<file path="src/rtl/assert_macros.svh">
// ---------------------------------------------------------------------------
// Assertion macros
// Clocked on clk, disabled while rst_n is low; the user module supplies both.
// ---------------------------------------------------------------------------
`ifndef ASSERT_MACROS_SVH
`define ASSERT_MACROS_SVH

// Same-cycle implication.
`define TWSPI_ASSERT_IMP(lbl, ante, cons, msg) \
    lbl: assert property (@(posedge clk) disable iff (!rst_n) (ante) |-> (cons)) \
        else $error(msg);

// Next-cycle implication.
`define TWSPI_ASSERT_NXT(lbl, ante, cons, msg) \
    lbl: assert property (@(posedge clk) disable iff (!rst_n) (ante) |=> (cons)) \
        else $error(msg);

`endif

</file>
<file path="src/rtl/twspi_pkg.sv">
// ---------------------------------------------------------------------------
// twspi_pkg
// Shared types and codes of the three-wire SPI master.
// ---------------------------------------------------------------------------
`timescale 1ns / 1ps

package twspi_pkg;

    localparam int OP_W       = 3;
    localparam int CFG_IDX_W  = 2;
    localparam int CFG_DATA_W = 16;
    localparam int LINES_W    = 5;
    localparam int QUEUE_DEPTH = 2;

    // Operation codes on the command channel
    localparam logic [OP_W-1:0] OP_NONE  = 3'd0;
    localparam logic [OP_W-1:0] OP_START = 3'd1;
    localparam logic [OP_W-1:0] OP_STOP  = 3'd2;
    localparam logic [OP_W-1:0] OP_SEND  = 3'd3;
    localparam logic [OP_W-1:0] OP_READ  = 3'd4;

    // Register indexes on the configuration channel
    localparam logic [CFG_IDX_W-1:0] REG_HALF_PERIOD  = 2'd0;
    localparam logic [CFG_IDX_W-1:0] REG_SETTLE       = 2'd1;
    localparam logic [CFG_IDX_W-1:0] REG_SELECT_LINES = 2'd2;

    localparam logic [CFG_DATA_W-1:0] HALF_PERIOD_RST  = 16'd60;
    localparam logic [CFG_DATA_W-1:0] SETTLE_RST       = 16'd100;
    localparam logic [LINES_W-1:0]    SELECT_LINES_RST = 5'd16;

    typedef enum logic [2:0] {
        CMD_NONE,
        CMD_START,
        CMD_STOP,
        CMD_SEND,
        CMD_READ
    } cmd_kind_t;

    typedef struct packed {
        cmd_kind_t  kind;
        logic [7:0] tx_byte;
        logic       line_in;
    } cmd_t;

    typedef struct packed {
        logic [CFG_DATA_W-1:0] half_period_ticks;
        logic [CFG_DATA_W-1:0] settle_ticks;
        logic [LINES_W-1:0]    select_lines_used;
    } twspi_cfg_t;

    typedef struct packed {
        logic empty;
        logic full;
    } q_status_t;

endpackage

</file>
<file path="src/rtl/twspi_if.sv">
// ---------------------------------------------------------------------------
// twspi interfaces
// Command, result and configuration channels, valid/ready handshake.
// ---------------------------------------------------------------------------
`timescale 1ns / 1ps

interface twspi_cmd_if import twspi_pkg::*; #(parameter int NUM_SELECTS = 16) ();
    logic                   valid;
    logic                   ready;
    logic [OP_W-1:0]        operation;
    logic [NUM_SELECTS-1:0] select_mask;
    logic [7:0]             tx_byte;
    logic                   line_in;

    modport source (output valid, operation, select_mask, tx_byte, line_in, input ready);
    modport sink   (input valid, operation, select_mask, tx_byte, line_in, output ready);
endinterface

interface twspi_res_if #(parameter int NUM_SELECTS = 16) ();
    logic                   valid;
    logic                   ready;
    logic                   clock_out;
    logic                   data_out;
    logic                   data_drive;
    logic [NUM_SELECTS-1:0] select_out;
    logic                   busy_res;
    logic                   rx_valid;
    logic [7:0]             rx_byte;
    logic                   rejected;

    modport source (output valid, clock_out, data_out, data_drive, select_out, busy_res,
                    rx_valid, rx_byte, rejected, input ready);
    modport sink   (input valid, clock_out, data_out, data_drive, select_out, busy_res,
                    rx_valid, rx_byte, rejected, output ready);
endinterface

interface twspi_cfg_if import twspi_pkg::*; ();
    logic                  valid;
    logic                  ready;
    logic [CFG_IDX_W-1:0]  index;
    logic [CFG_DATA_W-1:0] data;

    modport source (output valid, index, data, input ready);
    modport sink   (input valid, index, data, output ready);
endinterface

</file>
<file path="src/rtl/twspi_front.sv">
// ---------------------------------------------------------------------------
// twspi_front
// Accept command beats, decode the operation and mask off absent selects.
// ---------------------------------------------------------------------------
`timescale 1ns / 1ps

module twspi_front import twspi_pkg::*; #(
    parameter int NUM_SELECTS = 16
) (
    twspi_cmd_if.sink              cmd,
    input  twspi_cfg_t             cfg,
    input  q_status_t              q_stat,
    output logic                   push,
    output cmd_t                   push_cmd,
    output logic [NUM_SELECTS-1:0] push_mask
);

    logic [NUM_SELECTS-1:0] line_mask;

    assign cmd.ready = !q_stat.full;
    assign push      = cmd.valid && !q_stat.full;

    // Lines below the configured count are present
    always_comb
    begin
        for (int i = 0; i < NUM_SELECTS; i++)
        begin
            line_mask[i] = (LINES_W'(i) < cfg.select_lines_used);
        end
    end

    always_comb
    begin
        unique case (cmd.operation)
            OP_START: push_cmd.kind = CMD_START;
            OP_STOP:  push_cmd.kind = CMD_STOP;
            OP_SEND:  push_cmd.kind = CMD_SEND;
            OP_READ:  push_cmd.kind = CMD_READ;
            default:  push_cmd.kind = CMD_NONE;
        endcase
        push_cmd.tx_byte = cmd.tx_byte;
        push_cmd.line_in = cmd.line_in;
        push_mask        = cmd.select_mask & line_mask;
    end

endmodule

</file>
<file path="src/rtl/twspi_queue.sv">
// ---------------------------------------------------------------------------
// twspi_queue
// Short FIFO between the decode front and the timing engine.
// ---------------------------------------------------------------------------
`timescale 1ns / 1ps

module twspi_queue import twspi_pkg::*; #(
    parameter int WIDTH = 28
) (
    input  logic             clk,
    input  logic             rst_n,
    input  logic             push,
    input  logic [WIDTH-1:0] push_data,
    input  logic             pop,
    output logic [WIDTH-1:0] pop_data,
    output q_status_t        stat
);

    localparam int PTR_W = (QUEUE_DEPTH > 1) ? $clog2(QUEUE_DEPTH) : 1;
    localparam int CNT_W = $clog2(QUEUE_DEPTH + 1);

    logic [WIDTH-1:0] entry_reg [QUEUE_DEPTH];
    logic [PTR_W-1:0] wr_ptr_reg, wr_ptr_next;
    logic [PTR_W-1:0] rd_ptr_reg, rd_ptr_next;
    logic [CNT_W-1:0] count_reg, count_next;

    assign stat.empty = (count_reg == '0);
    assign stat.full  = (count_reg == CNT_W'(QUEUE_DEPTH));
    assign pop_data   = entry_reg[rd_ptr_reg];

    always_comb
    begin
        wr_ptr_next = wr_ptr_reg;
        rd_ptr_next = rd_ptr_reg;
        count_next  = count_reg;
        if (push)
        begin
            wr_ptr_next = (wr_ptr_reg == PTR_W'(QUEUE_DEPTH - 1)) ? '0 : wr_ptr_reg + 1'b1;
        end
        if (pop)
        begin
            rd_ptr_next = (rd_ptr_reg == PTR_W'(QUEUE_DEPTH - 1)) ? '0 : rd_ptr_reg + 1'b1;
        end
        if (push && !pop)
        begin
            count_next = count_reg + 1'b1;
        end
        else if (pop && !push)
        begin
            count_next = count_reg - 1'b1;
        end
    end

    always_ff @(posedge clk or negedge rst_n)
    begin
        if (!rst_n)
        begin
            wr_ptr_reg <= '0;
            rd_ptr_reg <= '0;
            count_reg  <= '0;
        end
        else
        begin
            wr_ptr_reg <= wr_ptr_next;
            rd_ptr_reg <= rd_ptr_next;
            count_reg  <= count_next;
        end
    end

    always_ff @(posedge clk)
    begin
        if (push)
        begin
            entry_reg[wr_ptr_reg] <= push_data;
        end
    end

endmodule

</file>
<file path="src/rtl/twspi_back.sv">
// ---------------------------------------------------------------------------
// twspi_back
// Timing engine: advance the serial bus by one cycle per queued beat.
// ---------------------------------------------------------------------------
`timescale 1ns / 1ps

module twspi_back import twspi_pkg::*; #(
    parameter int NUM_SELECTS = 16,
    parameter int TIMER_BITS  = 16
) (
    input  logic                   clk,
    input  logic                   rst_n,
    input  twspi_cfg_t             cfg,
    input  q_status_t              q_stat,
    input  cmd_t                   pop_cmd,
    input  logic [NUM_SELECTS-1:0] pop_mask,
    output logic                   pop,
    twspi_res_if.source            res
);

    typedef enum logic [2:0] {
        PH_IDLE,
        PH_START_A,
        PH_START_B,
        PH_STOP_A,
        PH_STOP_B,
        PH_LOW,
        PH_HIGH
    } phase_t;

    localparam logic [32:0] TIMER_MAX = (33'd1 << TIMER_BITS) - 33'd1;

    function automatic logic [TIMER_BITS-1:0] timer_load(input logic [CFG_DATA_W-1:0] v);
        if ({17'd0, v} > TIMER_MAX)
            timer_load = TIMER_MAX[TIMER_BITS-1:0];
        else
            timer_load = TIMER_BITS'(v);
    endfunction

    phase_t                 phase_reg, phase_next;
    logic [2:0]             bit_count_reg, bit_count_next;
    logic [TIMER_BITS-1:0]  timer_reg, timer_next;
    logic [7:0]             shift_reg, shift_next;
    logic                   clock_reg, clock_next;
    logic                   data_reg, data_next;
    logic                   drive_reg, drive_next;
    logic [NUM_SELECTS-1:0] select_reg, select_next;
    logic [NUM_SELECTS-1:0] pending_reg, pending_next;
    logic                   out_valid_reg;
    logic                   rx_valid_reg, rx_valid_next;
    logic [7:0]             rx_byte_reg, rx_byte_next;
    logic                   rejected_reg, rejected_next;

    logic [TIMER_BITS-1:0]  settle_load;
    logic [TIMER_BITS-1:0]  half_load;
    logic [CFG_DATA_W-1:0]  half_m1;
    logic                   is_cmd;

    // Advance only when the result slot is free or being emptied
    assign pop = !q_stat.empty && (!out_valid_reg || res.ready);

    assign half_m1     = (cfg.half_period_ticks == '0) ? '0 : cfg.half_period_ticks - 1'b1;
    assign half_load   = timer_load(half_m1);
    assign settle_load = timer_load(cfg.settle_ticks);
    assign is_cmd      = (pop_cmd.kind != CMD_NONE);

    always_comb
    begin
        phase_next     = phase_reg;
        bit_count_next = bit_count_reg;
        timer_next     = timer_reg;
        shift_next     = shift_reg;
        clock_next     = clock_reg;
        data_next      = data_reg;
        drive_next     = drive_reg;
        select_next    = select_reg;
        pending_next   = pending_reg;
        rx_valid_next  = 1'b0;
        rx_byte_next   = 8'd0;
        rejected_next  = 1'b0;

        if (phase_reg != PH_IDLE)
        begin
            rejected_next = is_cmd;
            if (timer_reg != '0)
            begin
                timer_next = timer_reg - 1'b1;
            end
            else
            begin
                unique case (phase_reg)
                    PH_START_A:
                    begin
                        select_next = select_reg & ~pending_reg;
                        timer_next  = settle_load;
                        phase_next  = PH_START_B;
                    end
                    PH_STOP_A:
                    begin
                        select_next = select_reg | pending_reg;
                        timer_next  = settle_load;
                        phase_next  = PH_STOP_B;
                    end
                    PH_LOW:
                    begin
                        if (!drive_reg)
                        begin
                            shift_next = {shift_reg[6:0], pop_cmd.line_in};
                        end
                        clock_next = 1'b1;
                        timer_next = half_load;
                        phase_next = PH_HIGH;
                    end
                    PH_HIGH:
                    begin
                        clock_next = 1'b0;
                        if (bit_count_reg == 3'd7)
                        begin
                            if (!drive_reg)
                            begin
                                rx_valid_next = 1'b1;
                                rx_byte_next  = shift_reg;
                            end
                            bit_count_next = 3'd0;
                            phase_next     = PH_IDLE;
                        end
                        else
                        begin
                            bit_count_next = bit_count_reg + 3'd1;
                            if (drive_reg)
                            begin
                                data_next = shift_reg[3'd6 - bit_count_reg];
                            end
                            timer_next = half_load;
                            phase_next = PH_LOW;
                        end
                    end
                    default:
                    begin
                        phase_next = PH_IDLE;
                    end
                endcase
            end
        end
        else
        begin
            unique case (pop_cmd.kind) inside
                CMD_START:
                begin
                    clock_next   = 1'b0;
                    data_next    = 1'b0;
                    drive_next   = 1'b1;
                    pending_next = pop_mask;
                    timer_next   = settle_load;
                    phase_next   = PH_START_A;
                end
                CMD_STOP:
                begin
                    pending_next = pop_mask;
                    timer_next   = settle_load;
                    phase_next   = PH_STOP_A;
                end
                CMD_SEND, CMD_READ:
                begin
                    clock_next     = 1'b0;
                    bit_count_next = 3'd0;
                    if (pop_cmd.kind == CMD_SEND)
                    begin
                        shift_next = pop_cmd.tx_byte;
                        drive_next = 1'b1;
                        data_next  = pop_cmd.tx_byte[7];
                    end
                    else
                    begin
                        shift_next = 8'd0;
                        drive_next = 1'b0;
                    end
                    timer_next = half_load;
                    phase_next = PH_LOW;
                end
                default:
                begin
                    phase_next = PH_IDLE;
                end
            endcase
        end
    end

    always_ff @(posedge clk or negedge rst_n)
    begin
        if (!rst_n)
        begin
            phase_reg     <= PH_IDLE;
            bit_count_reg <= '0;
            timer_reg     <= '0;
            shift_reg     <= '0;
            clock_reg     <= 1'b1;
            data_reg      <= 1'b1;
            drive_reg     <= 1'b1;
            select_reg    <= '1;
            pending_reg   <= '0;
            out_valid_reg <= 1'b0;
            rx_valid_reg  <= 1'b0;
            rx_byte_reg   <= '0;
            rejected_reg  <= 1'b0;
        end
        else
        begin
            if (pop)
            begin
                phase_reg     <= phase_next;
                bit_count_reg <= bit_count_next;
                timer_reg     <= timer_next;
                shift_reg     <= shift_next;
                clock_reg     <= clock_next;
                data_reg      <= data_next;
                drive_reg     <= drive_next;
                select_reg    <= select_next;
                pending_reg   <= pending_next;
                rx_valid_reg  <= rx_valid_next;
                rx_byte_reg   <= rx_byte_next;
                rejected_reg  <= rejected_next;
                out_valid_reg <= 1'b1;
            end
            else if (res.ready)
            begin
                out_valid_reg <= 1'b0;
            end
        end
    end

    // Bus state only moves on a pop, so it always matches the pending result
    assign res.valid      = out_valid_reg;
    assign res.clock_out  = clock_reg;
    assign res.data_out   = data_reg;
    assign res.data_drive = drive_reg;
    assign res.select_out = select_reg;
    assign res.busy_res   = (phase_reg != PH_IDLE);
    assign res.rx_valid   = rx_valid_reg;
    assign res.rx_byte    = rx_byte_reg;
    assign res.rejected   = rejected_reg;

endmodule

</file>
<file path="src/rtl/three_wire_spi_master_unit.sv">
// ---------------------------------------------------------------------------
// three_wire_spi_master_unit
// A command beat accepted from the command channel is written to the queue,
// then popped into the result registers once the result slot is free.
// Throughput: one beat per cycle while results are taken, set by the engine
// stepping once per beat.
// Reset: control state clears at once; clock, data and selects idle high,
// the data line is driven, configuration returns to 60 / 100 / 16.
// ---------------------------------------------------------------------------
`timescale 1ns / 1ps
`include "assert_macros.svh"

module three_wire_spi_master_unit import twspi_pkg::*; #(
    parameter int NUM_SELECTS = 16,
    parameter int TIMER_BITS  = 16
) (
    input  logic        clk,
    input  logic        rst_n,
    twspi_cmd_if.sink   cmd,
    twspi_res_if.source res,
    twspi_cfg_if.sink   cfg
);

    localparam int CMD_W   = $bits(cmd_t);
    localparam int ENTRY_W = CMD_W + NUM_SELECTS;

    twspi_cfg_t             cfg_reg, cfg_next;
    q_status_t              q_stat;
    logic                   q_push;
    logic                   q_pop;
    cmd_t                   push_cmd;
    logic [NUM_SELECTS-1:0] push_mask;
    logic [ENTRY_W-1:0]     pop_data;
    cmd_t                   pop_cmd;
    logic [NUM_SELECTS-1:0] pop_mask;

    // Configuration writes are taken every cycle; unknown indexes are ignored
    assign cfg.ready = 1'b1;

    always_comb
    begin
        cfg_next = cfg_reg;
        if (cfg.valid)
        begin
            unique case (cfg.index)
                REG_HALF_PERIOD:  cfg_next.half_period_ticks = cfg.data;
                REG_SETTLE:       cfg_next.settle_ticks      = cfg.data;
                REG_SELECT_LINES: cfg_next.select_lines_used = cfg.data[LINES_W-1:0];
                default:          cfg_next = cfg_reg;
            endcase
        end
    end

    always_ff @(posedge clk or negedge rst_n)
    begin
        if (!rst_n)
        begin
            cfg_reg.half_period_ticks <= HALF_PERIOD_RST;
            cfg_reg.settle_ticks      <= SETTLE_RST;
            cfg_reg.select_lines_used <= SELECT_LINES_RST;
        end
        else
        begin
            cfg_reg <= cfg_next;
        end
    end

    // Front: decode the operation, drop mask bits of absent select lines
    twspi_front #(
        .NUM_SELECTS (NUM_SELECTS)
    ) u_front (
        .cmd       (cmd),
        .cfg       (cfg_reg),
        .q_stat    (q_stat),
        .push      (q_push),
        .push_cmd  (push_cmd),
        .push_mask (push_mask)
    );

    // Queue: lets the front keep taking beats while the result waits, until it is full
    twspi_queue #(
        .WIDTH (ENTRY_W)
    ) u_queue (
        .clk       (clk),
        .rst_n     (rst_n),
        .push      (q_push),
        .push_data ({push_mask, push_cmd}),
        .pop       (q_pop),
        .pop_data  (pop_data),
        .stat      (q_stat)
    );

    assign pop_cmd  = pop_data[CMD_W-1:0];
    assign pop_mask = pop_data[ENTRY_W-1:CMD_W];

    // Back: step the serial timing engine one cycle per beat
    twspi_back #(
        .NUM_SELECTS (NUM_SELECTS),
        .TIMER_BITS  (TIMER_BITS)
    ) u_back (
        .clk      (clk),
        .rst_n    (rst_n),
        .cfg      (cfg_reg),
        .q_stat   (q_stat),
        .pop_cmd  (pop_cmd),
        .pop_mask (pop_mask),
        .pop      (q_pop),
        .res      (res)
    );

    // A completed read leaves the line released and the engine idle
    `TWSPI_ASSERT_IMP(a_read_done, res.valid && res.rx_valid, !res.data_drive && !res.busy_res, "read completed while driving or busy")
    // The byte field is zero unless a read completes
    `TWSPI_ASSERT_IMP(a_rx_zero, res.valid && !res.rx_valid, res.rx_byte == 8'd0, "rx_byte set without rx_valid")
    // Every beat taken from the queue shows up as a result next cycle
    `TWSPI_ASSERT_NXT(a_pop_result, q_pop, res.valid, "popped beat produced no result")

endmodule

</file>
<file path="src/flat_wrapper.sv">
// flat-port wrapper written by rule: the top's interface ports become plain ports
module three_wire_spi_master_unit_flat import twspi_pkg::*;
#(
    parameter int NUM_SELECTS = 16,
    parameter int TIMER_BITS  = 16
)
  (clk, rst_n, cmd_valid, cmd_operation, cmd_select_mask, cmd_tx_byte, cmd_line_in, cmd_ready, res_valid, res_clock_out, res_data_out, res_data_drive, res_select_out, res_busy_res, res_rx_valid, res_rx_byte, res_rejected, res_ready, cfg_valid, cfg_index, cfg_data, cfg_ready);
  twspi_cmd_if #(.NUM_SELECTS(NUM_SELECTS)) cmd_i ();
  twspi_res_if #(.NUM_SELECTS(NUM_SELECTS)) res_i ();
  twspi_cfg_if cfg_i ();
  input  logic clk;
  input  logic rst_n;
  input wire logic [$bits(cmd_i.valid)-1:0] cmd_valid;
  input wire logic [$bits(cmd_i.operation)-1:0] cmd_operation;
  input wire logic [$bits(cmd_i.select_mask)-1:0] cmd_select_mask;
  input wire logic [$bits(cmd_i.tx_byte)-1:0] cmd_tx_byte;
  input wire logic [$bits(cmd_i.line_in)-1:0] cmd_line_in;
  output wire logic [$bits(cmd_i.ready)-1:0] cmd_ready;
  output wire logic [$bits(res_i.valid)-1:0] res_valid;
  output wire logic [$bits(res_i.clock_out)-1:0] res_clock_out;
  output wire logic [$bits(res_i.data_out)-1:0] res_data_out;
  output wire logic [$bits(res_i.data_drive)-1:0] res_data_drive;
  output wire logic [$bits(res_i.select_out)-1:0] res_select_out;
  output wire logic [$bits(res_i.busy_res)-1:0] res_busy_res;
  output wire logic [$bits(res_i.rx_valid)-1:0] res_rx_valid;
  output wire logic [$bits(res_i.rx_byte)-1:0] res_rx_byte;
  output wire logic [$bits(res_i.rejected)-1:0] res_rejected;
  input wire logic [$bits(res_i.ready)-1:0] res_ready;
  input wire logic [$bits(cfg_i.valid)-1:0] cfg_valid;
  input wire logic [$bits(cfg_i.index)-1:0] cfg_index;
  input wire logic [$bits(cfg_i.data)-1:0] cfg_data;
  output wire logic [$bits(cfg_i.ready)-1:0] cfg_ready;
  assign cmd_i.valid = cmd_valid;
  assign cmd_i.operation = cmd_operation;
  assign cmd_i.select_mask = cmd_select_mask;
  assign cmd_i.tx_byte = cmd_tx_byte;
  assign cmd_i.line_in = cmd_line_in;
  assign cmd_ready = cmd_i.ready;
  assign res_valid = res_i.valid;
  assign res_clock_out = res_i.clock_out;
  assign res_data_out = res_i.data_out;
  assign res_data_drive = res_i.data_drive;
  assign res_select_out = res_i.select_out;
  assign res_busy_res = res_i.busy_res;
  assign res_rx_valid = res_i.rx_valid;
  assign res_rx_byte = res_i.rx_byte;
  assign res_rejected = res_i.rejected;
  assign res_i.ready = res_ready;
  assign cfg_i.valid = cfg_valid;
  assign cfg_i.index = cfg_index;
  assign cfg_i.data = cfg_data;
  assign cfg_ready = cfg_i.ready;
  three_wire_spi_master_unit #(.NUM_SELECTS(NUM_SELECTS), .TIMER_BITS(TIMER_BITS)) u_core (.clk(clk), .rst_n(rst_n), .cmd(cmd_i), .res(res_i), .cfg(cfg_i));
endmodule
</file>
<file path="config.mk">
export PLATFORM = sky130hd
export DESIGN_NAME = three_wire_spi_master_unit_flat
export DESIGN_NICKNAME = d
export VERILOG_FILES = /design/src/rtl/twspi_pkg.sv /design/src/rtl/twspi_if.sv /design/src/rtl/twspi_front.sv /design/src/rtl/twspi_queue.sv /design/src/rtl/twspi_back.sv /design/src/rtl/three_wire_spi_master_unit.sv /design/src/flat_wrapper.sv
export VERILOG_INCLUDE_DIRS = /design/src /design/src/rtl
export SDC_FILE = /design/constraint.sdc
export NUM_CORES = 1
export LEC_CHECK = 0
export ABC_AREA = 1
export ABC_CLOCK_PERIOD_IN_PS = 3200
export BUFFER_PORTS_ARGS = -buffer_cell sky130_fd_sc_hd__buf_2
export CORE_UTILIZATION = 40
export CTS_CLUSTER_DIAMETER = 30
export DETAILED_ROUTE_END_ITERATION = 8
export PLACE_DENSITY = 0.65
export SLEW_MARGIN = 20
export SYNTH_ARGS = -nofsm -noshare
export SYNTH_HDL_FRONTEND = slang
export SYNTH_SLANG_ARGS = --single-unit
</file>
<file path="constraint.sdc">
create_clock -name clk -period 3.2 [get_ports clk]
set_input_delay 0.16 -clock clk [delete_from_list [all_inputs] [get_ports clk]]
set_output_delay 0.16 -clock clk [all_outputs]
set_load 0.02 [all_outputs]
</file>
* After elaboration in Yosys (flattened, before gate mapping) *
Memories as Yosys holds them, arrays and structs flattened.
Cells that the tools add are included.

word-level totals
  flip-flop bits (word level) = 117
  latch bits = 0
  RAM bits = 56
  ROM bits = 0
  logic and storage cells = 175
  memories = 1

operators by class
  add/subtract/negate cells = 8
  $mul = 0
  divide/modulo/power cells = 0
  order comparisons = 17
  equal/unequal tests = 26
  shift operators = 0
  mux-type cells = 58
  bitwise logic cells = 6
  reduce and logical (&&, ||, !) cells = 40

memory list
  name                      words  width  rd ports  clocked after memory_dff  write ports  line               text
  u_core.u_queue.entry_reg  2      28     1         0                         1            twspi_queue.sv:22  logic [WIDTH-1:0] entry_reg [QUEUE_DEPTH];

operators by type and width
  kind                   count
  $mux 8                 11
  $mux 16                4
  $pmux 16 s2            2
  $pmux 16 s3            1
  $lt 4x5->1 const A     8
  $and 16x16->16         2
  $sub 16x1->16 const B  2
  $mux 3                 8
  $pmux 3 s4             2
  $mux 1                 23
  $lt 3x5->1 const A     4
  $logic_not 16->1       1
  $not 16->16            1
  $or 16x16->16          1
  $reduce_and 4->1       4
  $reduce_bool 16->1     1
  $eq 3x2->1 const B     5
  $eq 3x3->1 const B     5
  $reduce_bool 2->1      6
  $reduce_bool 3->1      4
  $lt 1x5->1 const A     2
  $lt 2x5->1 const A     2
  $eq 3x1->1 const B     3
  $pmux 3 s3             1
  28 further kinds       52

* Logic depth before layout (Yosys ltp) *
Gate-level depths: netlist of the first run.

  depth after elaboration = 8
  gate-level depth with buffers = 13
  depth with buffers taken out = 13

* Modules after synthesis *
Synthesis of the first run repeated with hierarchy kept, for this count alone.

unflattened totals
  cells, all modules = 1031
  area, all modules = 9216.3 µm²

by module, submodules not included
  module                      instances  cells an instance  area an instance (µm²)  sequential area each (µm²)
  twspi_back                  1          682                5042.3                  1925.6
  twspi_queue                 1          112                2274.7                  1781.7
  three_wire_spi_master_unit  1          167                1560.2                  935.9
  twspi_front                 1          70                 339.1                   0.0

* Least setup slack after synthesis of the first run *
Ideal clock, no wire load.

  kind = reg2reg
  start point = register u_core.u_queue.count_reg[0]
  end point = memory u_core.u_queue.entry_reg[1][0], enable pin
  arrival time = 1.946 ns
  required time = 2.786 ns
  slack = 0.840 ns
  cell stages (with the launch flop) = 5
  path buffers = 0
  cells stage by stage = dfrtp_1 inv_2 nand2_1 nand2_1 nor2_1

on the way
  longest elaborated chain between the ends = 5

RTL lines
  what                          line                text
  start: declaration            twspi_queue.sv:25   logic [CNT_W-1:0] count_reg, count_next;
  start signal: assignment      twspi_queue.sv:66   count_reg <= count_next;
  $eq 2x2->1                    twspi_queue.sv:28   assign stat.full = (count_reg == CNT_W'(QUEUE_DEPTH));
  $logic_not 1->1               --
  via cmd_ready                 flat_wrapper.sv:18  output wire logic [$bits(cmd_i.ready)-1:0] cmd_ready;
  $logic_and 1x1->1             twspi_front.sv:21   assign push = cmd.valid && !q_stat.full;
  $mux 1                        twspi_queue.sv:72   if (push)
  $mux 1 (not written as such)  twspi_queue.sv:74   entry_reg[wr_ptr_reg] <= push_data;
  end: declaration              twspi_queue.sv:22

The timed path passes the listed nets, and every way through them passes these cells.

* Final worst setup path of the first run *
  start point = register u_core.u_queue.rd_ptr_reg
  end point = register u_core.u_back.shift_reg[0]

on the way
  longest elaborated chain between the ends = 5

RTL lines
  what                                                                line               text
  start: declaration                                                  twspi_queue.sv:24  logic [PTR_W-1:0] rd_ptr_reg, rd_ptr_next;
  start signal: assignment                                            twspi_queue.sv:65  rd_ptr_reg <= rd_ptr_next;
  $mem_v2 2x28 (*)                                                    --
  $eq 3x2->1, or another cell as far along                            twspi_back.sv:167  if (pop_cmd.kind == CMD_SEND)
  $reduce_or 2->1, or another cell as far along                       twspi_back.sv:147  unique case (pop_cmd.kind) inside
  $reduce_bool 2->1 (no source line), or another cell as far along    --
  $reduce_and 5->1 (no source line) / $mux 8 (equally long branches)  --
  end signal: assignment                                              twspi_back.sv:214  shift_reg <= shift_next;
  end: declaration                                                    twspi_back.sv:43   logic [7:0] shift_reg, shift_next;

Every way passes the cells marked *; elsewhere a longest branch is shown, timed or not. The select of a mux whose other input is x is not followed.
A chain may end at the register's enable or synchronous reset.

==> results.py, run 1 <==
metrics = {
    "route": {
        "first_pass_iters": 5,
        "ant_nets": 0,
        "wl_per_cell_um": 14.7,
        "drt_wl_total_mm": 21.8,
        "drtIter0Drc": 560,
        "drc": 0,
        "vias": 7412,
        "vias_per_cell": 5.00,
    },
    "power_and_ir_drop": {
        "pwr-share-seq_pct": 43.3,
        "p_switching_w": 0.00243,
        "p_comb_share_pct": 25.3,
        "clkPwrFrac_pct": 31.4,
        "power_density_nw_per_um2": 648,
        "irDropWorstVdd_uv": 438,
        "p_int_w": 0.00434,
        "p_leak_nw": 5.03,
        "switching_share_pct": 35.9,
    },
    "clock_tree": {
        "cts_made_buffers": 17,
        "clock_latency_ns": 0.44,
        "postCtsResizedCells": 0,
        "cts-htree-levels": 4,
        "holdBufCountCts": 17,
        "cts_root_buf": "clkbuf_16",
        "tritoncts": "yes",
        "clk_pin_slew_ns": 0.07,
        "cts.path.max_buffers": 2,
        "numClockSinks": 173,
        "cts_setup_buffers": 0,
    },
    "job": {
        "max_cap_violations": 0,
    },
    "yosys": {
        "netlist_area_um2": 8950,
        "synth_seq_cells": 173,
        "synth_flop_cell": "dfrtp_1",
        "yosysWarnings": 0,
        "synthArstFlopShare_pct": 67.6,
        "synth.distinct_cells": 47,
        "synth_fp_nets": 1144,
        "syn_inst": 1087,
        "synth_edf_count": 56,
        "avgSynthCellArea_um2": 8.23,
        "yosysSeqAreaShare_pct": 51.9,
    },
    "die": {
        "rows": 54,
        "initial_core_util_pct": 40.9,
        "core_um2": 21900,
        "ios": 84,
        "die_h_um": 152,
        "die_w_um": 152,
        "die_area_um2": 23000,
    },
    "critical_path": {
        "arrival_ns": 2.82,
        "worstSetupPathType": "register to register",
        "cp-start-kind": "register",
        "slowest_delay_ns": 0.66,
        "crit_chain": "buf_4 > nand2_1 > nand2_2 > nand3_4 > nand2_4 > nor2_8 > nor3_4 > nand2_1 > o21ai_0",
        "worstPathMaxFanout": 19,
        "critPathSlowestCell": "dfrtp_1",
        "endpoint_kind": "register",
        "cp_common_cell": "nand2_1",
        "required_ns": 3.55,
    },
    "sta": {
        "hold_viol": 0,
        "slew_violations": 0,
        "finClkSkew_ns": 0.0110,
        "fmax_ghz": 0.404,
        "fin_setup_tns_ns": 0,
        "relSlewSlack_pct": 41.6,
        "period_share_pct": 77.4,
        "hold_ws_ns": 0.000552,
        "finalSetupViolCount": 0,
        "worst_pin_slew_ns": 0.874,
        "finalCriticalPeriod_ns": 2.48,
        "grt_setup_unrepaired": "false",
    },
    "finish": {
        "finalNetCount": 1245,
        "antenna_cells": 0,
        "final_common_cell": "nand2_1",
        "syn_to_final_growth_pct": 16.7,
        "most-common-layout-cells": "nand2_1 (236), nor2_1 (150), inv_1 (146)",
        "fillers": 2149,
        "largest_reg_flops": 56,
        "drive_gt1_share_pct": 17.4,
    },
    "place": {
        "gp_congestion": 0.865,
        "dp_hpwl_mm": 15.5,
        "portBuffers": 82,
    },
    "global_route": {
        "grt_pass1_vias": 7185,
        "grt_pass1_wl_mm": 36.2,
        "gr-total-overflow": 0,
        "grt.total_usage_pct": 20.6,
        "grt_max_degree": 50,
        "antenna_found_initial": 0,
    },
    "hold_path": {
        "hold_path_class": "primary input to register",
    },
    "run_status": {
        "outcome": "complete, no violations",
    },
}
per-stage QoR:
stage	total power, W	area, um2	util, %	setup WS, ns	instances
2_1_floorplan	0.00418	8950	-	0.840	1087
3_3_place_gp	0.00462	9650	44.1	0.876	1432
3_5_place_dp	0.00466	9650	44.1	0.767	1432
4_1_cts	0.00680	10400	47.7	0.732	1481
5_1_grt	0.00715	10400	47.7	0.462	1481
6_report	0.00676	10400	47.7	0.722	1481
per-layer routing:
layer	wire length, um	track usage (%)	vias up	share of wire (%)
met2	9970	33.0	189	46
met3	1060	3.80	28	4.8
met4	395	6.93	0	1.8
met1	10400	27.9	3467	48
met5	0	0	-	0
li1	-	-	3728	-
power groups by stage:
stage	combinational, W	clock [W]	sequential, W
final	0.00171	0.00212	0.00293
after global routing	0.00194	0.00224	0.00297
after CTS	0.00172	0.00215	0.00293
after detailed placement	0.00170	0	0.00297
after global placement	0.00166	0	0.00296
after floorplan	0.00128	0	0.00290
worst max-delay path: cells and delay by family (launching register included):
kind	cells	cell delay, ns
AND/OR/NAND/NOR	7	1.26
AO/OA/AOI/OAI	1	0.12
flip-flops	1	0.66
buffers and inverters	1	0.34
cells by family (layout without fill, tap and decap cells):
kind of cell	Yosys count	count (layout)	share of synthesized area, %
simple gates	534	534	26.4
flops	173	173	51.9
xor+xnor	10	10	0.979
buf+inv	179	293	8.19
fa+ha+maj	6	6	0.839
compound gates	184	184	11.6
other cells	1	1	0.0419
layout make-up:
| type | instances | area [um2] | share of cell area (%) |
|---|---|---|---|
| well taps | 280 | 350 | 3.35 |
| multi-input cells | 735 | 3580 | 34.3 |
| clock buffers | 18 | 450 | 4.31 |
| inverters | 149 | 559 | 5.36 |
| flip-flops and latches | 173 | 4640 | 44.5 |
| repair buffers | 112 | 693 | 6.64 |
| clock inverters | 14 | 165 | 1.58 |
synth_stat cells (2+ instances only):
master / count / share of area (%)
buf_6: 5 / 0.63
nor3_1: 4 / 0.22
o21ai_1: 27 / 1.5
o211ai_1: 19 / 1.6
nand3b_1: 2 / 0.17
buf_2: 7 / 0.39
dfrtp_1: 90 / 25
nor2_1: 152 / 6.4
o21ai_0: 97 / 5.4
nand2_2: 9 / 0.63
nor4_1: 7 / 0.49
xnor2_1: 3 / 0.29
a31oi_1: 3 / 0.21
edfxtp_1: 56 / 19
nand4_1: 7 / 0.49
inv_1: 146 / 6.1
xor2_1: 7 / 0.69
nand3_4: 3 / 0.59
clkbuf_1: 14 / 0.59
nor2_2: 8 / 0.56
nand3_1: 79 / 4.4
ha_1: 6 / 0.84
nand2_1: 236 / 9.9
a21boi_1: 3 / 0.25
nand2_4: 3 / 0.38
or2_2: 17 / 1.2
a21oi_1: 21 / 1.2
buf_4: 4 / 0.34
inv_2: 3 / 0.13
a21boi_0: 4 / 0.34
nor3_4: 2 / 0.36
dfstp_2: 27 / 7.9
o21bai_1: 2 / 0.17
path summary, 6_finish.rpt:
check	cells after the start	endpoint	slack, ns	from
worst max-delay path	9	u_core.u_back.shift_reg[0]$_DFFE_PN0P_	0.72	u_core.u_queue.rd_ptr_reg$_DFFE_PN0P_
worst min-delay path	3	u_core.cfg_reg[30]$_DFFE_PN0P_	0.0006	cfg_data[9]
worst max register to register	9	u_core.u_back.shift_reg[0]$_DFFE_PN0P_	0.72	u_core.u_queue.rd_ptr_reg$_DFFE_PN0P_
worst min register to register	2	u_core.u_back.res.data_out$_DFFE_PN1P_	0.49	u_core.u_back.res.data_out$_DFFE_PN1P_
max in group asynchronous	3	async pin	2.08	rst_n
min in group asynchronous	2	u_core.u_back.res.rx_byte[0]$_DFFE_PN0P_	0.27	rst_n
Note: power is estimated with default switching activity, not from simulation.
==> inputs of run 2 (changes only) <==
ABC_CLOCK_PERIOD_IN_PS = 2009   (was 3200)
PLACE_DENSITY = 0.67   (was 0.65)
clock period = 2.01 ns   (was 3.2 ns; I/O delays follow)
==> run 2 against run 1 <==
Cell area increased by 5.1%. Routed wire length rose by 2.1%. Worst hold slack better by 0.023 ns. Combinational power rose by 82%. Setup slack worse by 0.63 ns. Count of clock-buffer cells in the layout did not move. Utilization is 2.4 points higher. Cell count grew 3.6%. Clock skew up 0.0068 ns. Die area unchanged. Sequential share of layout area fell by 2.1 points. Largest cell class unchanged.
==> results.py, run 2 (synthesis gave the netlist of run 1 again) <==
metrics = {
    "die": {
        "die_w_um": 152,
        "initial_core_util_pct": 40.9,
        "die_h_um": 152,
        "die_area_um2": 23000,
        "rows": 54,
        "ios": 84,
        "core_um2": 21900,
    },
    "sta": {
        "finClkSkew_ns": 0.0178,
        "fin_setup_tns_ns": 0,
        "fmax_ghz": 0.523,
        "relSlewSlack_pct": 44.1,
        "slew_violations": 0,
        "worst_pin_slew_ns": 0.836,
        "hold_viol": 0,
        "grt_setup_unrepaired": "false",
        "finalSetupViolCount": 0,
        "period_share_pct": 95.2,
        "finalCriticalPeriod_ns": 1.91,
    },
    "route": {
        "vias_per_cell": 4.98,
        "drc": 0,
        "drt_wl_total_mm": 22.3,
        "first_pass_iters": 5,
        "vias": 7638,
        "wl_per_cell_um": 14.5,
        "drtIter0Drc": 486,
        "ant_nets": 0,
    },
    "finish": {
        "drive_gt1_share_pct": 20.5,
        "syn_to_final_growth_pct": 22.6,
        "final_cells": 1534,
        "most-common-layout-cells": "nand2_1 (235), nor2_1 (146), inv_1 (145)",
        "final_common_cell": "nand2_1",
        "finalNetCount": 1298,
        "largest_reg_flops": 56,
        "design_area_um2": 11000,
        "antenna_cells": 0,
    },
    "clock_tree": {
        "cts.path.max_buffers": 2,
        "clk_pin_slew_ns": 0.07,
        "cts-htree-levels": 4,
        "clock_latency_ns": 0.45,
        "cts_made_buffers": 17,
        "cts_root_buf": "clkbuf_16",
        "tritoncts": "yes",
        "numClockSinks": 173,
    },
    "power_and_ir_drop": {
        "power_density_nw_per_um2": 1010,
        "p_leak_nw": 5.32,
        "irDropWorstVdd_uv": 577,
    },
    "global_route": {
        "grt.total_usage_pct": 20.6,
        "grt_pass1_vias": 7305,
        "grt_max_degree": 118,
        "antenna_found_initial": 0,
        "grt_pass1_wl_mm": 36.2,
        "gr-total-overflow": 0,
    },
    "critical_path": {
        "timing.rr.start": "u_core.u_back.timer_reg[1]$_DFFE_PN0P_",
        "rr_worst_depth": 11,
        "crit_chain": "inv_1 > ha_2 > nand3_1 > nor2_2 > nand2_4 > nor2_1 > nor2_2 > nand2_4 > buf_4 > nand2_1 > a21boi_0",
        "required_ns": 2.32,
        "arrival_ns": 2.22,
        "worstSetupPathType": "register to register",
        "slowest_delay_ns": 0.39,
        "rrSetupSlack_ns": 0.1,
        "critPathSlowestCell": "dfrtp_1",
        "cp-start-kind": "register",
        "crit_start": "u_core.u_back.timer_reg[1]$_DFFE_PN0P_",
        "endpoint_kind": "register",
        "r2r_end": "u_core.u_back.timer_reg[9]$_DFFE_PN0P_",
        "worstPathMaxFanout": 16,
        "worstSetupEndpoint": "u_core.u_back.timer_reg[9]$_DFFE_PN0P_",
    },
    "place": {
        "portBuffers": 82,
        "gp_congestion": 0.882,
        "dp.cells": 1461,
        "placed_area_um2": 9920,
        "dp_hpwl_mm": 15.6,
    },
    "hold_path": {
        "hold_path_class": "primary input to register",
    },
    "job": {
        "max_cap_violations": 0,
    },
    "run_status": {
        "outcome": "complete, no violations",
    },
}
[run 2: cell count changes in the layout (fill, tap and decap cells not counted), sizes merged]
cell / before / now
buf: 95 / 135
dlygate4sd3: 17 / 29
clkinvlp: 0 / 1
inv: 156 / 155
nor2: 162 / 163
[run 2: how the worst min path moves through the flow]
stage,start,end,slack (ns),cells past startpoint
5_1_grt,cmd_select_mask[9],u_core.u_queue.entry_reg[1][21]$_DFFE_PP_,0.02,3
3_3_place_gp,rst_n,u_core.u_queue.count_reg[0]$_DFFE_PN0P_,0.24,2
2_1_floorplan,rst_n,u_core.cfg_reg[0]$_DFFE_PN0P_,-0.20,0
3_5_place_dp,rst_n,u_core.u_back.res.valid$_DFFE_PN0P_,0.25,2
6_report,cfg_data[4],u_core.cfg_reg[25]$_DFFE_PN1P_,0.02,3
4_1_cts,cmd_select_mask[7],u_core.u_queue.entry_reg[0][19]$_DFFE_PP_,0.002,3
[run 2: layer usage]
layer  global-route usage (%)  routed length [um]  vias up  share of wire (%)
met2                     33.7               10500      221                 47
met3                     3.50                 987       36                4.4
met1                     27.0               10300     3540                 46
li1                         -                   -     3841                  -
met5                        0                   0        -                  0
met4                     8.37                 524        0                2.3
[run 2: timing repair]
action | in CTS | in global routing
gates resized for setup | 0 | 15
endpoints found under the hold margin | 143 | 2
hold buffers | 28 | 1
setup endpoints to repair | 0 | 49
buffers inserted | 0 | 11
[run 2: stage by stage]
stage / setup WS, ns / util, % / power, W / hold WS [ns]
final: 0.0967 / 50.1 / 0.0111 / 0.0238
after CTS: 0.0271 / 49.4 / 0.0110 / 0.00228
after detailed placement: 0.0667 / 45.3 / 0.00758 / 0.248
after floorplan: 0.0454 / - / 0.00666 / -0.195
after global routing: 0.00387 / 50.1 / 0.0117 / 0.0184
after global placement: 0.0533 / 45.3 / 0.00753 / 0.241
[run 2: area by class of cell]
type | instances | area [um2]
fillers | 2072 | 10900
flip-flops and latches | 173 | 4640
multi-input cells | 736 | 3630
repair buffers | 164 | 1170
inverters | 149 | 563
clock buffers | 18 | 450
well taps | 280 | 350
clock inverters | 14 | 164
[run 2: worst max-delay path, delay by kind of cell, from the launching register on]
family | cells | cell delay [ns]
and+or+nand+nor | 7 | 0.80
AOI/OAI and AO/OA | 1 | 0.12
adders and majority gates | 1 | 0.22
buffers and inverters | 2 | 0.25
DFF | 1 | 0.39
[run 2: power by group]
group          switching (W)  internal [W]
combinational        0.00198       0.00114
clock                0.00162       0.00174
sequential          0.000345       0.00428
